File: config.mk
export PLATFORM = sky130hd
export DESIGN_NAME = i2c_lux_sensor_reader
export DESIGN_NICKNAME = d
export VERILOG_FILES = /design/src/hdl/ilsr_pkg.sv /design/src/hdl/ilsr_seq.sv /design/src/hdl/ilsr_scale.sv /design/src/hdl/i2c_lux_sensor_reader.sv
export SDC_FILE = /design/constraint.sdc
export NUM_CORES = 1
export LEC_CHECK = 0
export CORE_MARGIN = 2
export CORE_UTILIZATION = 65
export CTS_CLUSTER_SIZE = 30
export DETAILED_ROUTE_END_ITERATION = 10
export DONT_BUFFER_PORTS = 1
export PLACE_DENSITY_LB_ADDON = 0.05
export SYNTH_ARGS = -nofsm -noshare
export SYNTH_HDL_FRONTEND = slang
export SYNTH_HIERARCHICAL = 1
export SYNTH_SLANG_ARGS = --single-unit
File: constraint.sdc
create_clock -name clk -period 16.95 [get_ports clk]
set_input_delay 0.8475 -clock clk [delete_from_list [all_inputs] [get_ports clk]]
set_output_delay 0.8475 -clock clk [all_outputs]
set_load 0.02 [all_outputs]
File: src/hdl/ilsr_pkg.sv
// shared types and constants of the light sensor reader
`timescale 1ns / 1ps

package ilsr_pkg;

    // bytes read from the sensor per request, the first four form the count
    localparam int READ_BYTES = 5;
    localparam int RAW_BYTES  = 4;
    localparam int RAW_IDX_W  = 2;

    // sensor register that holds the illuminance count
    localparam logic [7:0] SENSOR_REG = 8'h00;

    // field widths
    localparam int RAW_W   = 32;
    localparam int MILLI_W = 33;

    // configuration register indexes
    localparam int CFG_IDX_W  = 2;
    localparam int CFG_DATA_W = 10;
    localparam logic [CFG_IDX_W-1:0] CFG_SLAVE_ADDR = 2'd0;
    localparam logic [CFG_IDX_W-1:0] CFG_PHASE      = 2'd1;
    localparam logic [CFG_IDX_W-1:0] CFG_READ_WAIT  = 2'd2;
    localparam logic [CFG_IDX_W-1:0] CFG_STOP_HOLD  = 2'd3;

    // configuration reset values
    localparam logic [7:0] RST_SLAVE_ADDR = 8'd148;
    localparam logic [7:0] RST_PHASE      = 8'd5;
    localparam logic [9:0] RST_READ_WAIT  = 10'd50;
    localparam logic [9:0] RST_STOP_HOLD  = 10'd180;

    // stream widths
    localparam int S_TDATA_W = 8;
    localparam int M_TDATA_W = 72;

    // divide by five: 16-bit digits, reciprocal (2^22 + 1) / 5, exact below 2^22
    localparam int DIGIT_W    = 16;
    localparam int DIV_V_W    = DIGIT_W + 3;
    localparam int DIV5_SHIFT = 22;
    localparam int DIV5_K_W   = 20;
    localparam int PROD_W     = DIV_V_W + DIV5_K_W;
    localparam logic [DIV5_K_W-1:0] DIV5_K = 20'd838861;

    // register stages from request to result
    localparam int PIPE_DEPTH = 5;
    localparam int CNT_W      = $clog2(PIPE_DEPTH + 1);

    typedef struct packed {
        logic [7:0] slave_write_address;
        logic [7:0] phase_ticks;
        logic [9:0] read_wait_ticks;
        logic [9:0] stop_hold_ticks;
    } cfg_t;

    // per-tick result of the sequencer
    typedef struct packed {
        logic [RAW_W-1:0] raw_count;
        logic             done_res;
        logic             busy_res;
        logic             sda_level;
        logic             scl_level;
    } tick_res_t;

    // full result with the scaled value
    typedef struct packed {
        logic [MILLI_W-1:0] milli_lux;
        tick_res_t          base;
    } scaled_res_t;

endpackage

File: src/hdl/ilsr_seq.sv
// bus sequencer: one tick per request, drives the clock and data levels
`timescale 1ns / 1ps

module ilsr_seq
(
    input  logic                  clk,
    input  logic                  rst_n,
    input  ilsr_pkg::cfg_t        cfg,
    input  logic                  in_valid,
    output logic                  in_ready,
    input  logic                  start_request,
    input  logic                  sda_in,
    output logic                  out_valid,
    input  logic                  out_ready,
    output ilsr_pkg::tick_res_t   out_res
);

    typedef enum logic [15:0] {
        SEQ_IDLE    = 16'h0001,
        SEQ_ST_A    = 16'h0002,
        SEQ_ST_B    = 16'h0004,
        SEQ_TX_LO   = 16'h0008,
        SEQ_TX_HI   = 16'h0010,
        SEQ_TX_TAIL = 16'h0020,
        SEQ_TXACK_A = 16'h0040,
        SEQ_TXACK_B = 16'h0080,
        SEQ_WAIT    = 16'h0100,
        SEQ_RX_HI   = 16'h0200,
        SEQ_RX_LO   = 16'h0400,
        SEQ_ACK_HI  = 16'h0800,
        SEQ_ACK_LO  = 16'h1000,
        SEQ_SP_A    = 16'h2000,
        SEQ_SP_B    = 16'h4000,
        SEQ_HOLD    = 16'h8000
    } state_t;

    state_t                      step_reg, step_next, step_cur;
    logic [9:0]                  tick_reg, tick_next, tick_cur;
    logic [3:0]                  bit_reg, bit_next, bit_cur;
    logic [2:0]                  byte_reg, byte_next, byte_cur;
    logic [7:0]                  shreg_reg, shreg_next;
    logic [ilsr_pkg::RAW_W-1:0]  raw_reg, raw_next;
    logic [7:0]                  rx_bytes_reg [ilsr_pkg::RAW_BYTES];
    logic                        rx_we;
    logic                        valid_reg;
    ilsr_pkg::tick_res_t         res_reg, res_next;
    logic [9:0]                  phase_len;
    logic                        phase_end;
    logic                        last_byte;
    logic                        accept;

    // byte sent for the current byte count: write address, register, read address
    function automatic logic [7:0] tx_byte(input logic [2:0] cnt, input logic [7:0] addr);
        logic [7:0] val;
        if (cnt == 3'd0)
        begin
            val = addr;
        end
        else if (cnt == 3'd1)
        begin
            val = ilsr_pkg::SENSOR_REG;
        end
        else
        begin
            val = addr + 8'd1;
        end
        return val;
    endfunction

    // result stage handshake
    assign in_ready  = !valid_reg || out_ready;
    assign accept    = in_valid && in_ready;
    assign out_valid = valid_reg;
    assign out_res   = res_reg;

    // request entry from idle
    always_comb
    begin
        step_cur = step_reg;
        tick_cur = tick_reg;
        byte_cur = byte_reg;
        bit_cur  = bit_reg;
        if (step_reg == SEQ_IDLE && start_request)
        begin
            step_cur = SEQ_ST_A;
            tick_cur = '0;
            byte_cur = '0;
            bit_cur  = '0;
        end
    end

    // phase length and end of phase
    always_comb
    begin
        case (step_cur)
            SEQ_WAIT: phase_len = cfg.read_wait_ticks;
            SEQ_HOLD: phase_len = cfg.stop_hold_ticks;
            default:  phase_len = (cfg.phase_ticks == 8'd0) ? 10'd1 : {2'b00, cfg.phase_ticks};
        endcase
        phase_end = ({1'b0, tick_cur} + 11'd1) >= {1'b0, phase_len};
        last_byte = ({1'b0, byte_cur} + 4'd1) >= 4'(ilsr_pkg::READ_BYTES);
    end

    // line levels and phase advance
    always_comb
    begin
        step_next  = step_cur;
        tick_next  = tick_cur;
        byte_next  = byte_cur;
        bit_next   = bit_cur;
        shreg_next = shreg_reg;
        raw_next   = raw_reg;
        rx_we      = 1'b0;
        res_next.scl_level = 1'b0;
        res_next.sda_level = 1'b1;
        res_next.busy_res  = 1'b0;
        res_next.done_res  = 1'b0;
        if (step_cur != SEQ_IDLE)
        begin
            res_next.busy_res = 1'b1;
            case (step_cur)
                SEQ_ST_A, SEQ_TXACK_A, SEQ_TXACK_B, SEQ_RX_HI, SEQ_SP_B:
                begin
                    res_next.scl_level = 1'b1;
                    res_next.sda_level = 1'b1;
                end
                SEQ_ST_B, SEQ_SP_A:
                begin
                    res_next.scl_level = 1'b1;
                    res_next.sda_level = 1'b0;
                end
                SEQ_TX_LO, SEQ_TX_TAIL:
                begin
                    res_next.scl_level = 1'b0;
                    res_next.sda_level = shreg_reg[7];
                end
                SEQ_TX_HI:
                begin
                    res_next.scl_level = 1'b1;
                    res_next.sda_level = shreg_reg[7];
                end
                SEQ_ACK_HI:
                begin
                    // nak after the last byte, ack otherwise
                    res_next.scl_level = 1'b1;
                    res_next.sda_level = last_byte;
                end
                default:
                begin
                    res_next.scl_level = 1'b0;
                    res_next.sda_level = 1'b1;
                end
            endcase

            if (phase_end)
            begin
                tick_next = '0;
                if (step_cur == SEQ_RX_HI)
                begin
                    shreg_next = {shreg_reg[6:0], sda_in};
                end
                case (step_cur)
                    SEQ_ST_A:    step_next = SEQ_ST_B;
                    SEQ_ST_B:
                    begin
                        shreg_next = tx_byte(byte_cur, cfg.slave_write_address);
                        bit_next   = '0;
                        step_next  = SEQ_TX_LO;
                    end
                    SEQ_TX_LO:   step_next = SEQ_TX_HI;
                    SEQ_TX_HI:   step_next = SEQ_TX_TAIL;
                    SEQ_TX_TAIL:
                    begin
                        shreg_next = {shreg_reg[6:0], 1'b0};
                        bit_next   = bit_cur + 4'd1;
                        step_next  = (bit_cur >= 4'd7) ? SEQ_TXACK_A : SEQ_TX_LO;
                    end
                    SEQ_TXACK_A: step_next = SEQ_TXACK_B;
                    SEQ_TXACK_B:
                    begin
                        if (byte_cur == 3'd0)
                        begin
                            byte_next  = 3'd1;
                            shreg_next = tx_byte(3'd1, cfg.slave_write_address);
                            bit_next   = '0;
                            step_next  = SEQ_TX_LO;
                        end
                        else if (byte_cur == 3'd1)
                        begin
                            // repeated start before the read address
                            byte_next = 3'd2;
                            step_next = SEQ_ST_A;
                        end
                        else
                        begin
                            byte_next  = '0;
                            bit_next   = '0;
                            shreg_next = '0;
                            step_next  = (cfg.read_wait_ticks == 10'd0) ? SEQ_RX_HI : SEQ_WAIT;
                        end
                    end
                    SEQ_WAIT:    step_next = SEQ_RX_HI;
                    SEQ_RX_HI:   step_next = SEQ_RX_LO;
                    SEQ_RX_LO:
                    begin
                        bit_next = bit_cur + 4'd1;
                        if (bit_cur >= 4'd7)
                        begin
                            rx_we     = byte_cur < 3'(ilsr_pkg::RAW_BYTES);
                            step_next = SEQ_ACK_HI;
                        end
                        else
                        begin
                            step_next = SEQ_RX_HI;
                        end
                    end
                    SEQ_ACK_HI:  step_next = SEQ_ACK_LO;
                    SEQ_ACK_LO:
                    begin
                        if (last_byte)
                        begin
                            step_next = SEQ_SP_A;
                        end
                        else
                        begin
                            byte_next  = byte_cur + 3'd1;
                            bit_next   = '0;
                            shreg_next = '0;
                            step_next  = SEQ_RX_HI;
                        end
                    end
                    SEQ_SP_A:    step_next = SEQ_SP_B;
                    SEQ_SP_B, SEQ_HOLD:
                    begin
                        if (step_cur == SEQ_SP_B && cfg.stop_hold_ticks != 10'd0)
                        begin
                            step_next = SEQ_HOLD;
                        end
                        else
                        begin
                            // transaction complete, take the little-endian count
                            raw_next  = {rx_bytes_reg[3], rx_bytes_reg[2],
                                         rx_bytes_reg[1], rx_bytes_reg[0]};
                            step_next = SEQ_IDLE;
                            byte_next = '0;
                            bit_next  = '0;
                            res_next.done_res = 1'b1;
                        end
                    end
                    default:     step_next = SEQ_IDLE;
                endcase
            end
            else
            begin
                tick_next = tick_cur + 10'd1;
            end
        end
        res_next.raw_count = raw_next;
    end

    // control state
    always_ff @(posedge clk or negedge rst_n)
    begin
        if (!rst_n)
        begin
            step_reg  <= SEQ_IDLE;
            tick_reg  <= '0;
            bit_reg   <= '0;
            byte_reg  <= '0;
            shreg_reg <= '0;
            raw_reg   <= '0;
            valid_reg <= 1'b0;
        end
        else
        begin
            if (in_ready)
            begin
                valid_reg <= in_valid;
            end
            if (accept)
            begin
                step_reg  <= step_next;
                tick_reg  <= tick_next;
                bit_reg   <= bit_next;
                byte_reg  <= byte_next;
                shreg_reg <= shreg_next;
                raw_reg   <= raw_next;
            end
        end
    end

    // received bytes and result payload
    always_ff @(posedge clk)
    begin
        if (accept && rx_we)
        begin
            rx_bytes_reg[byte_cur[ilsr_pkg::RAW_IDX_W-1:0]] <= shreg_next;
        end
        if (accept)
        begin
            res_reg <= res_next;
        end
    end

endmodule

File: src/hdl/ilsr_scale.sv
// count to milli-lux scaler: times seven, then divide by five one digit a stage
`timescale 1ns / 1ps

module ilsr_scale
(
    input  logic                  clk,
    input  logic                  rst_n,
    input  logic                  in_valid,
    output logic                  in_ready,
    input  ilsr_pkg::tick_res_t   in_res,
    output logic                  out_valid,
    input  logic                  out_ready,
    output ilsr_pkg::scaled_res_t out_res
);

    localparam int Y_W = ilsr_pkg::RAW_W + 3;
    localparam int DW  = ilsr_pkg::DIGIT_W;
    localparam int VW  = ilsr_pkg::DIV_V_W;
    localparam int PW  = ilsr_pkg::PROD_W;
    localparam int SH  = ilsr_pkg::DIV5_SHIFT;

    logic v2_reg, v3_reg, v4_reg, v5_reg;
    logic rdy2, rdy3, rdy4, rdy5;

    ilsr_pkg::tick_res_t   rec2_reg, rec3_reg, rec4_reg;
    ilsr_pkg::scaled_res_t res5_reg;

    logic [Y_W-1:0] y2_reg;
    logic           q0_3_reg, q0_4_reg;
    logic [DW-1:0]  ylo3_reg;
    logic [VW-1:0]  v1_3_reg;
    logic [PW-1:0]  prod1_3_reg, prod2_4_reg;
    logic [DW-1:0]  q1_4_reg;

    logic [2:0]     top3, r0;
    logic           q0;
    logic [VW-1:0]  v1, v2, five_q1, r1_full;
    logic [DW-1:0]  q1, q2;

    // stage handshake, a stage takes new data when empty or draining
    assign rdy5      = !v5_reg || out_ready;
    assign rdy4      = !v4_reg || rdy5;
    assign rdy3      = !v3_reg || rdy4;
    assign rdy2      = !v2_reg || rdy3;
    assign in_ready  = rdy2;
    assign out_valid = v5_reg;
    assign out_res   = res5_reg;

    // top digit, a compare and subtract, then first reciprocal product
    assign top3 = y2_reg[Y_W-1:2*DW];
    assign q0   = top3 >= 3'd5;
    assign r0   = q0 ? (top3 - 3'd5) : top3;
    assign v1   = {r0, y2_reg[2*DW-1:DW]};

    // middle digit remainder and second product operand
    assign q1      = prod1_3_reg[SH +: DW];
    assign five_q1 = {1'b0, q1, 2'b00} + {3'b000, q1};
    assign r1_full = v1_3_reg - five_q1;
    assign v2      = {r1_full[2:0], ylo3_reg};

    // low digit
    assign q2 = prod2_4_reg[SH +: DW];

    // stage valids
    always_ff @(posedge clk or negedge rst_n)
    begin
        if (!rst_n)
        begin
            v2_reg <= 1'b0;
            v3_reg <= 1'b0;
            v4_reg <= 1'b0;
            v5_reg <= 1'b0;
        end
        else
        begin
            if (rdy2)
            begin
                v2_reg <= in_valid;
            end
            if (rdy3)
            begin
                v3_reg <= v2_reg;
            end
            if (rdy4)
            begin
                v4_reg <= v3_reg;
            end
            if (rdy5)
            begin
                v5_reg <= v4_reg;
            end
        end
    end

    // stage payloads
    always_ff @(posedge clk)
    begin
        if (rdy2 && in_valid)
        begin
            rec2_reg <= in_res;
            y2_reg   <= {in_res.raw_count, 3'b000} - {3'b000, in_res.raw_count};
        end
        if (rdy3 && v2_reg)
        begin
            rec3_reg    <= rec2_reg;
            q0_3_reg    <= q0;
            ylo3_reg    <= y2_reg[DW-1:0];
            v1_3_reg    <= v1;
            prod1_3_reg <= PW'(v1) * PW'(ilsr_pkg::DIV5_K);
        end
        if (rdy4 && v3_reg)
        begin
            rec4_reg    <= rec3_reg;
            q0_4_reg    <= q0_3_reg;
            q1_4_reg    <= q1;
            prod2_4_reg <= PW'(v2) * PW'(ilsr_pkg::DIV5_K);
        end
        if (rdy5 && v4_reg)
        begin
            res5_reg.base      <= rec4_reg;
            res5_reg.milli_lux <= {q0_4_reg, q1_4_reg, q2};
        end
    end

endmodule

File: src/hdl/i2c_lux_sensor_reader.sv
// top level of the light sensor reader: config registers, sequencer and scaler
`timescale 1ns / 1ps

// Light sensor reader, a bit-banged I2C master that reads the illuminance count.
// Input stream: one request per timebase tick, s_axis_tdata holds start_request
// and the sampled data line. Each request yields exactly one result on the
// output stream: clock and data levels to drive, busy, done, the last raw count
// and the count scaled to milli-lux (raw * 7 / 5, truncated).
// A start request while idle begins start, write address, register number,
// repeated start, read address, wait, five received bytes, stop and hold (wait
// and hold skipped when zero); done is set on the last tick of the hold, or of
// the stop without hold, and already carries the new count. One sequencer stage
// and four scaler stages (times seven, then one 16-bit quotient digit per
// multiply) lie between request and result. Throughput is one request per cycle
// unless the receiver stalls; the sequencer advances one tick per request and
// the scaler multipliers are fully pipelined. When the receiver stalls, results
// collect in the stages and s_axis_tready falls only once all five stages hold
// a result. Reset clears the sequencer to idle, the count to zero and the config
// registers to their defaults; cfg writes are taken whenever cfg_wr_en is high.
module i2c_lux_sensor_reader
(
    input  logic                               clk,
    input  logic                               rst_n,
    input  logic                               s_axis_tvalid,
    output logic                               s_axis_tready,
    // [0] start_request, [1] sda_in, [7:2] zero
    input  logic [ilsr_pkg::S_TDATA_W-1:0]     s_axis_tdata,
    output logic                               m_axis_tvalid,
    input  logic                               m_axis_tready,
    // [0] scl_level, [1] sda_level, [2] busy_res, [3] done_res,
    // [35:4] raw_count, [68:36] milli_lux, [71:69] zero
    output logic [ilsr_pkg::M_TDATA_W-1:0]     m_axis_tdata,
    input  logic                               cfg_wr_en,
    input  logic [ilsr_pkg::CFG_IDX_W-1:0]     cfg_index,
    input  logic [ilsr_pkg::CFG_DATA_W-1:0]    cfg_wr_data
);

    ilsr_pkg::cfg_t        cfg_reg;
    logic                  seq_valid, seq_ready;
    ilsr_pkg::tick_res_t   seq_res;
    ilsr_pkg::scaled_res_t out_res;

    // configuration registers
    always_ff @(posedge clk or negedge rst_n)
    begin
        if (!rst_n)
        begin
            cfg_reg.slave_write_address <= ilsr_pkg::RST_SLAVE_ADDR;
            cfg_reg.phase_ticks         <= ilsr_pkg::RST_PHASE;
            cfg_reg.read_wait_ticks     <= ilsr_pkg::RST_READ_WAIT;
            cfg_reg.stop_hold_ticks     <= ilsr_pkg::RST_STOP_HOLD;
        end
        else if (cfg_wr_en)
        begin
            case (cfg_index)
                ilsr_pkg::CFG_SLAVE_ADDR: cfg_reg.slave_write_address <= cfg_wr_data[7:0];
                ilsr_pkg::CFG_PHASE:      cfg_reg.phase_ticks         <= cfg_wr_data[7:0];
                ilsr_pkg::CFG_READ_WAIT:  cfg_reg.read_wait_ticks     <= cfg_wr_data[9:0];
                ilsr_pkg::CFG_STOP_HOLD:  cfg_reg.stop_hold_ticks     <= cfg_wr_data[9:0];
                default:                  cfg_reg <= cfg_reg;
            endcase
        end
    end

    // bus sequencer
    ilsr_seq u_seq
    (
        .clk           (clk),
        .rst_n         (rst_n),
        .cfg           (cfg_reg),
        .in_valid      (s_axis_tvalid),
        .in_ready      (s_axis_tready),
        .start_request (s_axis_tdata[0]),
        .sda_in        (s_axis_tdata[1]),
        .out_valid     (seq_valid),
        .out_ready     (seq_ready),
        .out_res       (seq_res)
    );

    // milli-lux scaler
    ilsr_scale u_scale
    (
        .clk       (clk),
        .rst_n     (rst_n),
        .in_valid  (seq_valid),
        .in_ready  (seq_ready),
        .in_res    (seq_res),
        .out_valid (m_axis_tvalid),
        .out_ready (m_axis_tready),
        .out_res   (out_res)
    );

    // result packing
    assign m_axis_tdata = {3'b000,
                           out_res.milli_lux,
                           out_res.base.raw_count,
                           out_res.base.done_res,
                           out_res.base.busy_res,
                           out_res.base.sda_level,
                           out_res.base.scl_level};

endmodule

## After elaboration in Yosys (flattened, before gate mapping)

Memory sizes are Yosys's and may differ from the RTL's.
Cells that the tools add are included.

| word-level totals | value |
|---|---|
| input port bits | 25 |
| output and inout port bits | 74 |
| bits in writable memories | 32 |
| register bits | 475 |
| memories | 1 |
| logic and storage cells | 176 |

Memories:

| name | words | bits a word | read ports | clocked after Yosys merged registers in | wr ports | line | RTL |
|---|---|---|---|---|---|---|---|
| u_seq.rx_bytes_reg | 4 | 8 | 4 | 0 | 1 | ilsr_seq.sv:43 | `logic [7:0] rx_bytes_reg [ilsr_pkg::RAW_BYTES];` |

| cells by class | value |
|---|---|
| add/sub/neg operators | 10 |
| eq/ne operators | 21 |
| order comparisons | 5 |
| reduce and logical (&&, ||, !) cells | 33 |
| multiplexer cells | 55 |
| multipliers | 2 |

Operator list:

| cell | number |
|---|---|
| $pmux W16 S14 | 1 |
| $mux W32 | 4 |
| $mux W16 | 6 |
| $mul A19 B20 Y38 const B | 2 |
| $mux W8 | 9 |
| $mux W10 | 4 |
| $sub A35 B32 Y35 | 1 |
| $pmux W8 S4 | 1 |
| $mux W4 | 7 |
| $mux W3 | 8 |
| $pmux W10 S2 | 1 |
| $pmux W4 S5 | 1 |
| $eq A16 B1 Y1 const B | 1 |
| $eq A16 B10 Y1 const B | 1 |
| $eq A16 B11 Y1 const B | 1 |
| $eq A16 B12 Y1 const B | 1 |
| $eq A16 B13 Y1 const B | 1 |
| $eq A16 B14 Y1 const B | 1 |
| $eq A16 B15 Y1 const B | 1 |
| $eq A16 B16 Y1 const B | 1 |
| $eq A16 B2 Y1 const B | 1 |
| $eq A16 B3 Y1 const B | 1 |
| $eq A16 B4 Y1 const B | 1 |
| $eq A16 B5 Y1 const B | 1 |
| 40 further kinds | 69 |

## Depth between registers and ports, before layout

| depth | value |
|---|---|
| depth in word-level cells | 11 |
| depth in mapped cells | 26 |
| gate-level depth less buffers | 26 |

## Cells and area by module

The synthesis kept the hierarchy.

By module, submodules not included:

| module | instances | cells each | area each (µm²) | sequential area each (µm²) |
|---|---|---|---|---|
| ilsr_scale | 1 | 1,591 | 20,295.7 | 8,478.1 |
| ilsr_seq | 1 | 612 | 7,427.1 | 3,895.0 |
| i2c_lux_sensor_reader | 1 | 81 | 1,402.6 | 915.9 |

## Worst setup path after synthesis

No wires, ideal clock.

| timing path | value |
|---|---|
| path type | register to register |
| start | register u_scale.v1_3_reg[0] |
| end | register u_scale.prod2_4_reg[36] (data pin) |
| cell stages (with the launch flop) | 24 |
| setup slack | 10,673 ps |
| path buffers | 0 |
| data arrival time | 6,014 ps |
| clock period less this slack | 6,277 ps |
| data required time | 16,688 ps |
| setup time | 262 ps |
| cells stage by stage | edfxtp_1 inv_1 ha_1 inv_1 fa_1 xnor2_1 xnor2_1 ha_1 fa_1 fa_1 inv_1 fa_1 fa_1 fa_1 inv_1 ha_1 o21a_1 o21ai_0 a31oi_1 a21oi_1 o21ai_1 a31oi_1 o21bai_1 xor2_1 |

| on the way | value |
|---|---|
| longest elaborated chain between the ends | 2 |

Ends and longest elaborated chain:

| item | line | RTL |
|---|---|---|
| from (decl) | ilsr_scale.sv:31 | `logic [VW-1:0] v1_3_reg;` |
| from (signal assigned) | ilsr_scale.sv:108 | `v1_3_reg <= v1;` |
| $sub A3 B3 Y3 | ilsr_scale.sv:58 | `assign r1_full = v1_3_reg - five_q1;` |
| $mul A19 B20 Y38 | ilsr_scale.sv:116 | `prod2_4_reg <= PW'(v2) * PW'(ilsr_pkg::DIV5_K);` |
| to (signal assigned) | ilsr_scale.sv:116 |  |
| to (decl) | ilsr_scale.sv:32 | `logic [PW-1:0] prod1_3_reg, prod2_4_reg;` |

Every way passes these cells.
A chain may end at the register's enable or synchronous reset.

## Worst setup path after layout

Ends and elaborated chain as after synthesis.

==> results.toml <==
[worst_setup_path]
critPathLaunch = "u_scale/v1_3_reg[0]$_DFFE_PP_"
worstPathCellList = "inv_1, ha_1, inv_1, fa_1, xnor2_1, xnor2_1, ha_1, fa_1, fa_1, inv_1, fa_1, fa_1, fa_1, inv_1, ha_1, o21a_1, o21ai_0, a31oi_1, a21oi_1, o21ai_1, a31oi_1, o21bai_1, xor2_1"
cp-end-kind = "flop"
crit_cells = 23
worst_setup_path_endpoint = "u_scale/prod2_4_reg[36]$_DFFE_PP_"
critPathRequiredTime_ns = 17.30
cp_max_fo = 4
start_kind = "flop"
path_delay_family = "adder cells"
r2r_end = "u_scale/prod2_4_reg[36]$_DFFE_PP_"
crit_path_top_delay_cell = "fa_1"
reg2reg_from = "u_scale/v1_3_reg[0]$_DFFE_PP_"
r2r_setup_slack_ns = 9.70
crit_path_frequent_cell = "fa_1"
r2r_cells = 23
crit_buf_inv = 4
critPathKind = "flop to flop"
critPathArrivalTime_ns = 7.60
slowest_delay_ns = 0.61

[synthesis]
seq_area_frac_synth_pct = 45.6
synthCells = 2284
synth_cell_types = 97
async_flop_share_pct = 24.7
synth_mux_area_share_pct = 4.58
synth_seq_cells = 461
synth_edf_count = 347
synth.area.top_cells = "edfxtp_1 36%, fa_1 14%, ha_1 13%, dfrtp_1 8.7%, inv_1 5.5%"
synth_compound_area_share_pct = 6.28
ys_warn_count = 6
synth_top_cell_area_share_pct = 35.8
synth_fa_ha_area_share_pct = 27.2
synth_ff_type = "edfxtp_1"
yosys.area.top_type = "edfxtp_1"
synth-simple-area-share_pct = 7.42
synth_top_family_by_area = "adder cells"
synth-xor-area-share_pct = 2.65
syn_area_um2 = 29100
postSynthAreaPerCell_um2 = 12.8

[cts]
tritoncts = "yes"
postCtsHoldBufs = 1
h-tree-depth = 2
cts.sinks = 461
cts_made_buffers = 47
cts-root-buf = "clkbuf_16"
cts.repair_timing.setup_buffer_count = 0
clkTransAtPathRegs_ns = 0.07
cts_max_path_buffers = 3
clock_latency_ns = 0.60
cts_resized = 0

[floorplanning]
die_h_um = 216
fp.coreArea_um2 = 44200
die_area_um2 = 46500
ios = 99
start_util_pct = 65.9
die_x_um = 216
rows = 77

[global_route]
grt_util_all_layers_pct = 26.3
gr-total-overflow = 0
grt_pass1_wl_um = 95500
grt_pass1_vias = 17800
antenna_found_initial = 1
grt_max_degree = 102

[place]
gp_congestion = 1.01
portBuffers = 0
dpl.hpwl_um = 44500

[final_layout]
mostFrequentLayoutCells = "426 x inv_1, 347 x edfxtp_1, 314 x ha_1"
syn_to_final_growth_pct = 8.17
nFillCells = 3040
n_antenna_cell = 0
nets = 2845
multiInputGateArea_um2 = 14000
largest_reg_flops = 69
regArea_um2 = 13300
layout_commonest_cell = "inv_1"
drive_above_1_share_pct = 9.59

[run]
drv_cap = 0

[sta]
relSlewSlack_pct = 27.5
hold_viol_final = 0
tightestPinTransition_ns = 1.07
rsz0062_at_grt = "false"
period_minus_slack_ns = 7.25
finalSetupViolCount = 0
fmax_ghz = 0.138
setup-tns-final_ns = 0
fin_crit_sh_pct = 42.8
slew_violations = 0
skew_ns = 0.0204

[routing]
vias = 16800
ant_nets = 0
post-route-drc-count = 0
first_iter_violations = 994
wire_per_inst_um = 19.9
routed_wl_um = 58600
firstDrtPassIters = 8
via_per_inst = 5.72

[hold_path]
hold_path_class = "input pin to asynchronous set/reset pin"

[outcome]
status = "finished, final reports clean"
[kinds of logic after synthesis]
group | after synthesis
muxes | 109
other | 1
AOI/OAI and AO/OA | 272
and+or+nand+nor | 375
adders and majority gates | 513
buffers and inverters | 465
DFF | 461
xor gates and xnor gates | 88
[cell type report]
| cell class | count | area share (%) |
|---|---|---|
| multi-input cells | 1360 | 44.5 |
| repair buffers | 9 | 0.278 |
| flip-flops and latches | 461 | 42.2 |
| clock inverters | 35 | 1.69 |
| well taps | 592 | 2.35 |
| inverters | 428 | 5.10 |
| clock buffers | 52 | 3.86 |
[worst reg2reg max path, stage by stage (launching register included)]
cell	delay [ns]
edfxtp_1	0.36
inv_1	0.07
ha_1	0.13
inv_1	0.04
fa_1	0.37
xnor2_1	0.15
xnor2_1	0.30
ha_1	0.33
fa_1	0.61
fa_1	0.55
inv_1	0.06
fa_1	0.51
fa_1	0.54
fa_1	0.55
inv_1	0.04
ha_1	0.30
o21a_1	0.18
o21ai_0	0.56
a31oi_1	0.18
a21oi_1	0.47
o21ai_1	0.17
a31oi_1	0.28
o21bai_1	0.11
xor2_1	0.15
[stage by stage]
stage / utilization (%) / hold WS [ns] / setup slack, ns / instances / area (um^2)
after CTS: 71.2 / 0.0665 / 9.62 / 2937 / 31500
after global routing: 71.2 / 0.0645 / 9.24 / 2937 / 31500
final: 71.2 / 0.100 / 9.70 / 2937 / 31500
after detailed placement: 67.2 / 0.405 / 9.67 / 2849 / 29700
after floorplan: - / 0.400 / 10.67 / 2286 / 29100
after global placement: 67.2 / 0.401 / 9.70 / 2849 / 29700
[worst min path at each step]
stage,from,end,slack (ns),depth (start not counted)
floorplan,u_scale/rec4_reg[0]$_DFFE_PP_,u_scale/out_res[0]$_DFFE_PP_,0.40,0
global route,rst_n,cfg_reg[4]$_DFFE_PN1P_,0.06,0
CTS,rst_n,cfg_reg[22]$_DFFE_PN1P_,0.07,0
detailed placement,u_scale/rec4_reg[28]$_DFFE_PP_,u_scale/out_res[28]$_DFFE_PP_,0.40,0
global placement,u_scale/q1_4_reg[3]$_DFFE_PP_,u_scale/out_res[55]$_DFFE_PP_,0.40,0
finish,rst_n,cfg_reg[22]$_DFFE_PN1P_,0.10,0
[cell usage after synthesis (28+ instances only)]
master      n
dfrtp_1   101
o21ai_0    49
mux2_2     47
inv_1     426
ha_1      314
mux2_1     31
xor2_1     28
nor2_1     61
fa_1      199
mux2_4     29
xnor2_1    60
a21oi_1    76
edfxtp_1  347
nand2_1    97
[per-layer routing]
metal / GRT usage (%) / routed length, um / vias to the layer above / part of all wire (%)
li1: - / - / 7919 / -
met3: 4.23 / 2410 / 86 / 4.1
met4: 6.37 / 1300 / 2 / 2.2
met5: 0 / 13 / - / 0.022
met1: 36.0 / 25900 / 8435 / 44
met2: 44.5 / 29000 / 350 / 49
Power is left out: the tool's default activity adds up to more than one toggle a clock period on the data nets, which glitch-free logic cannot reach.
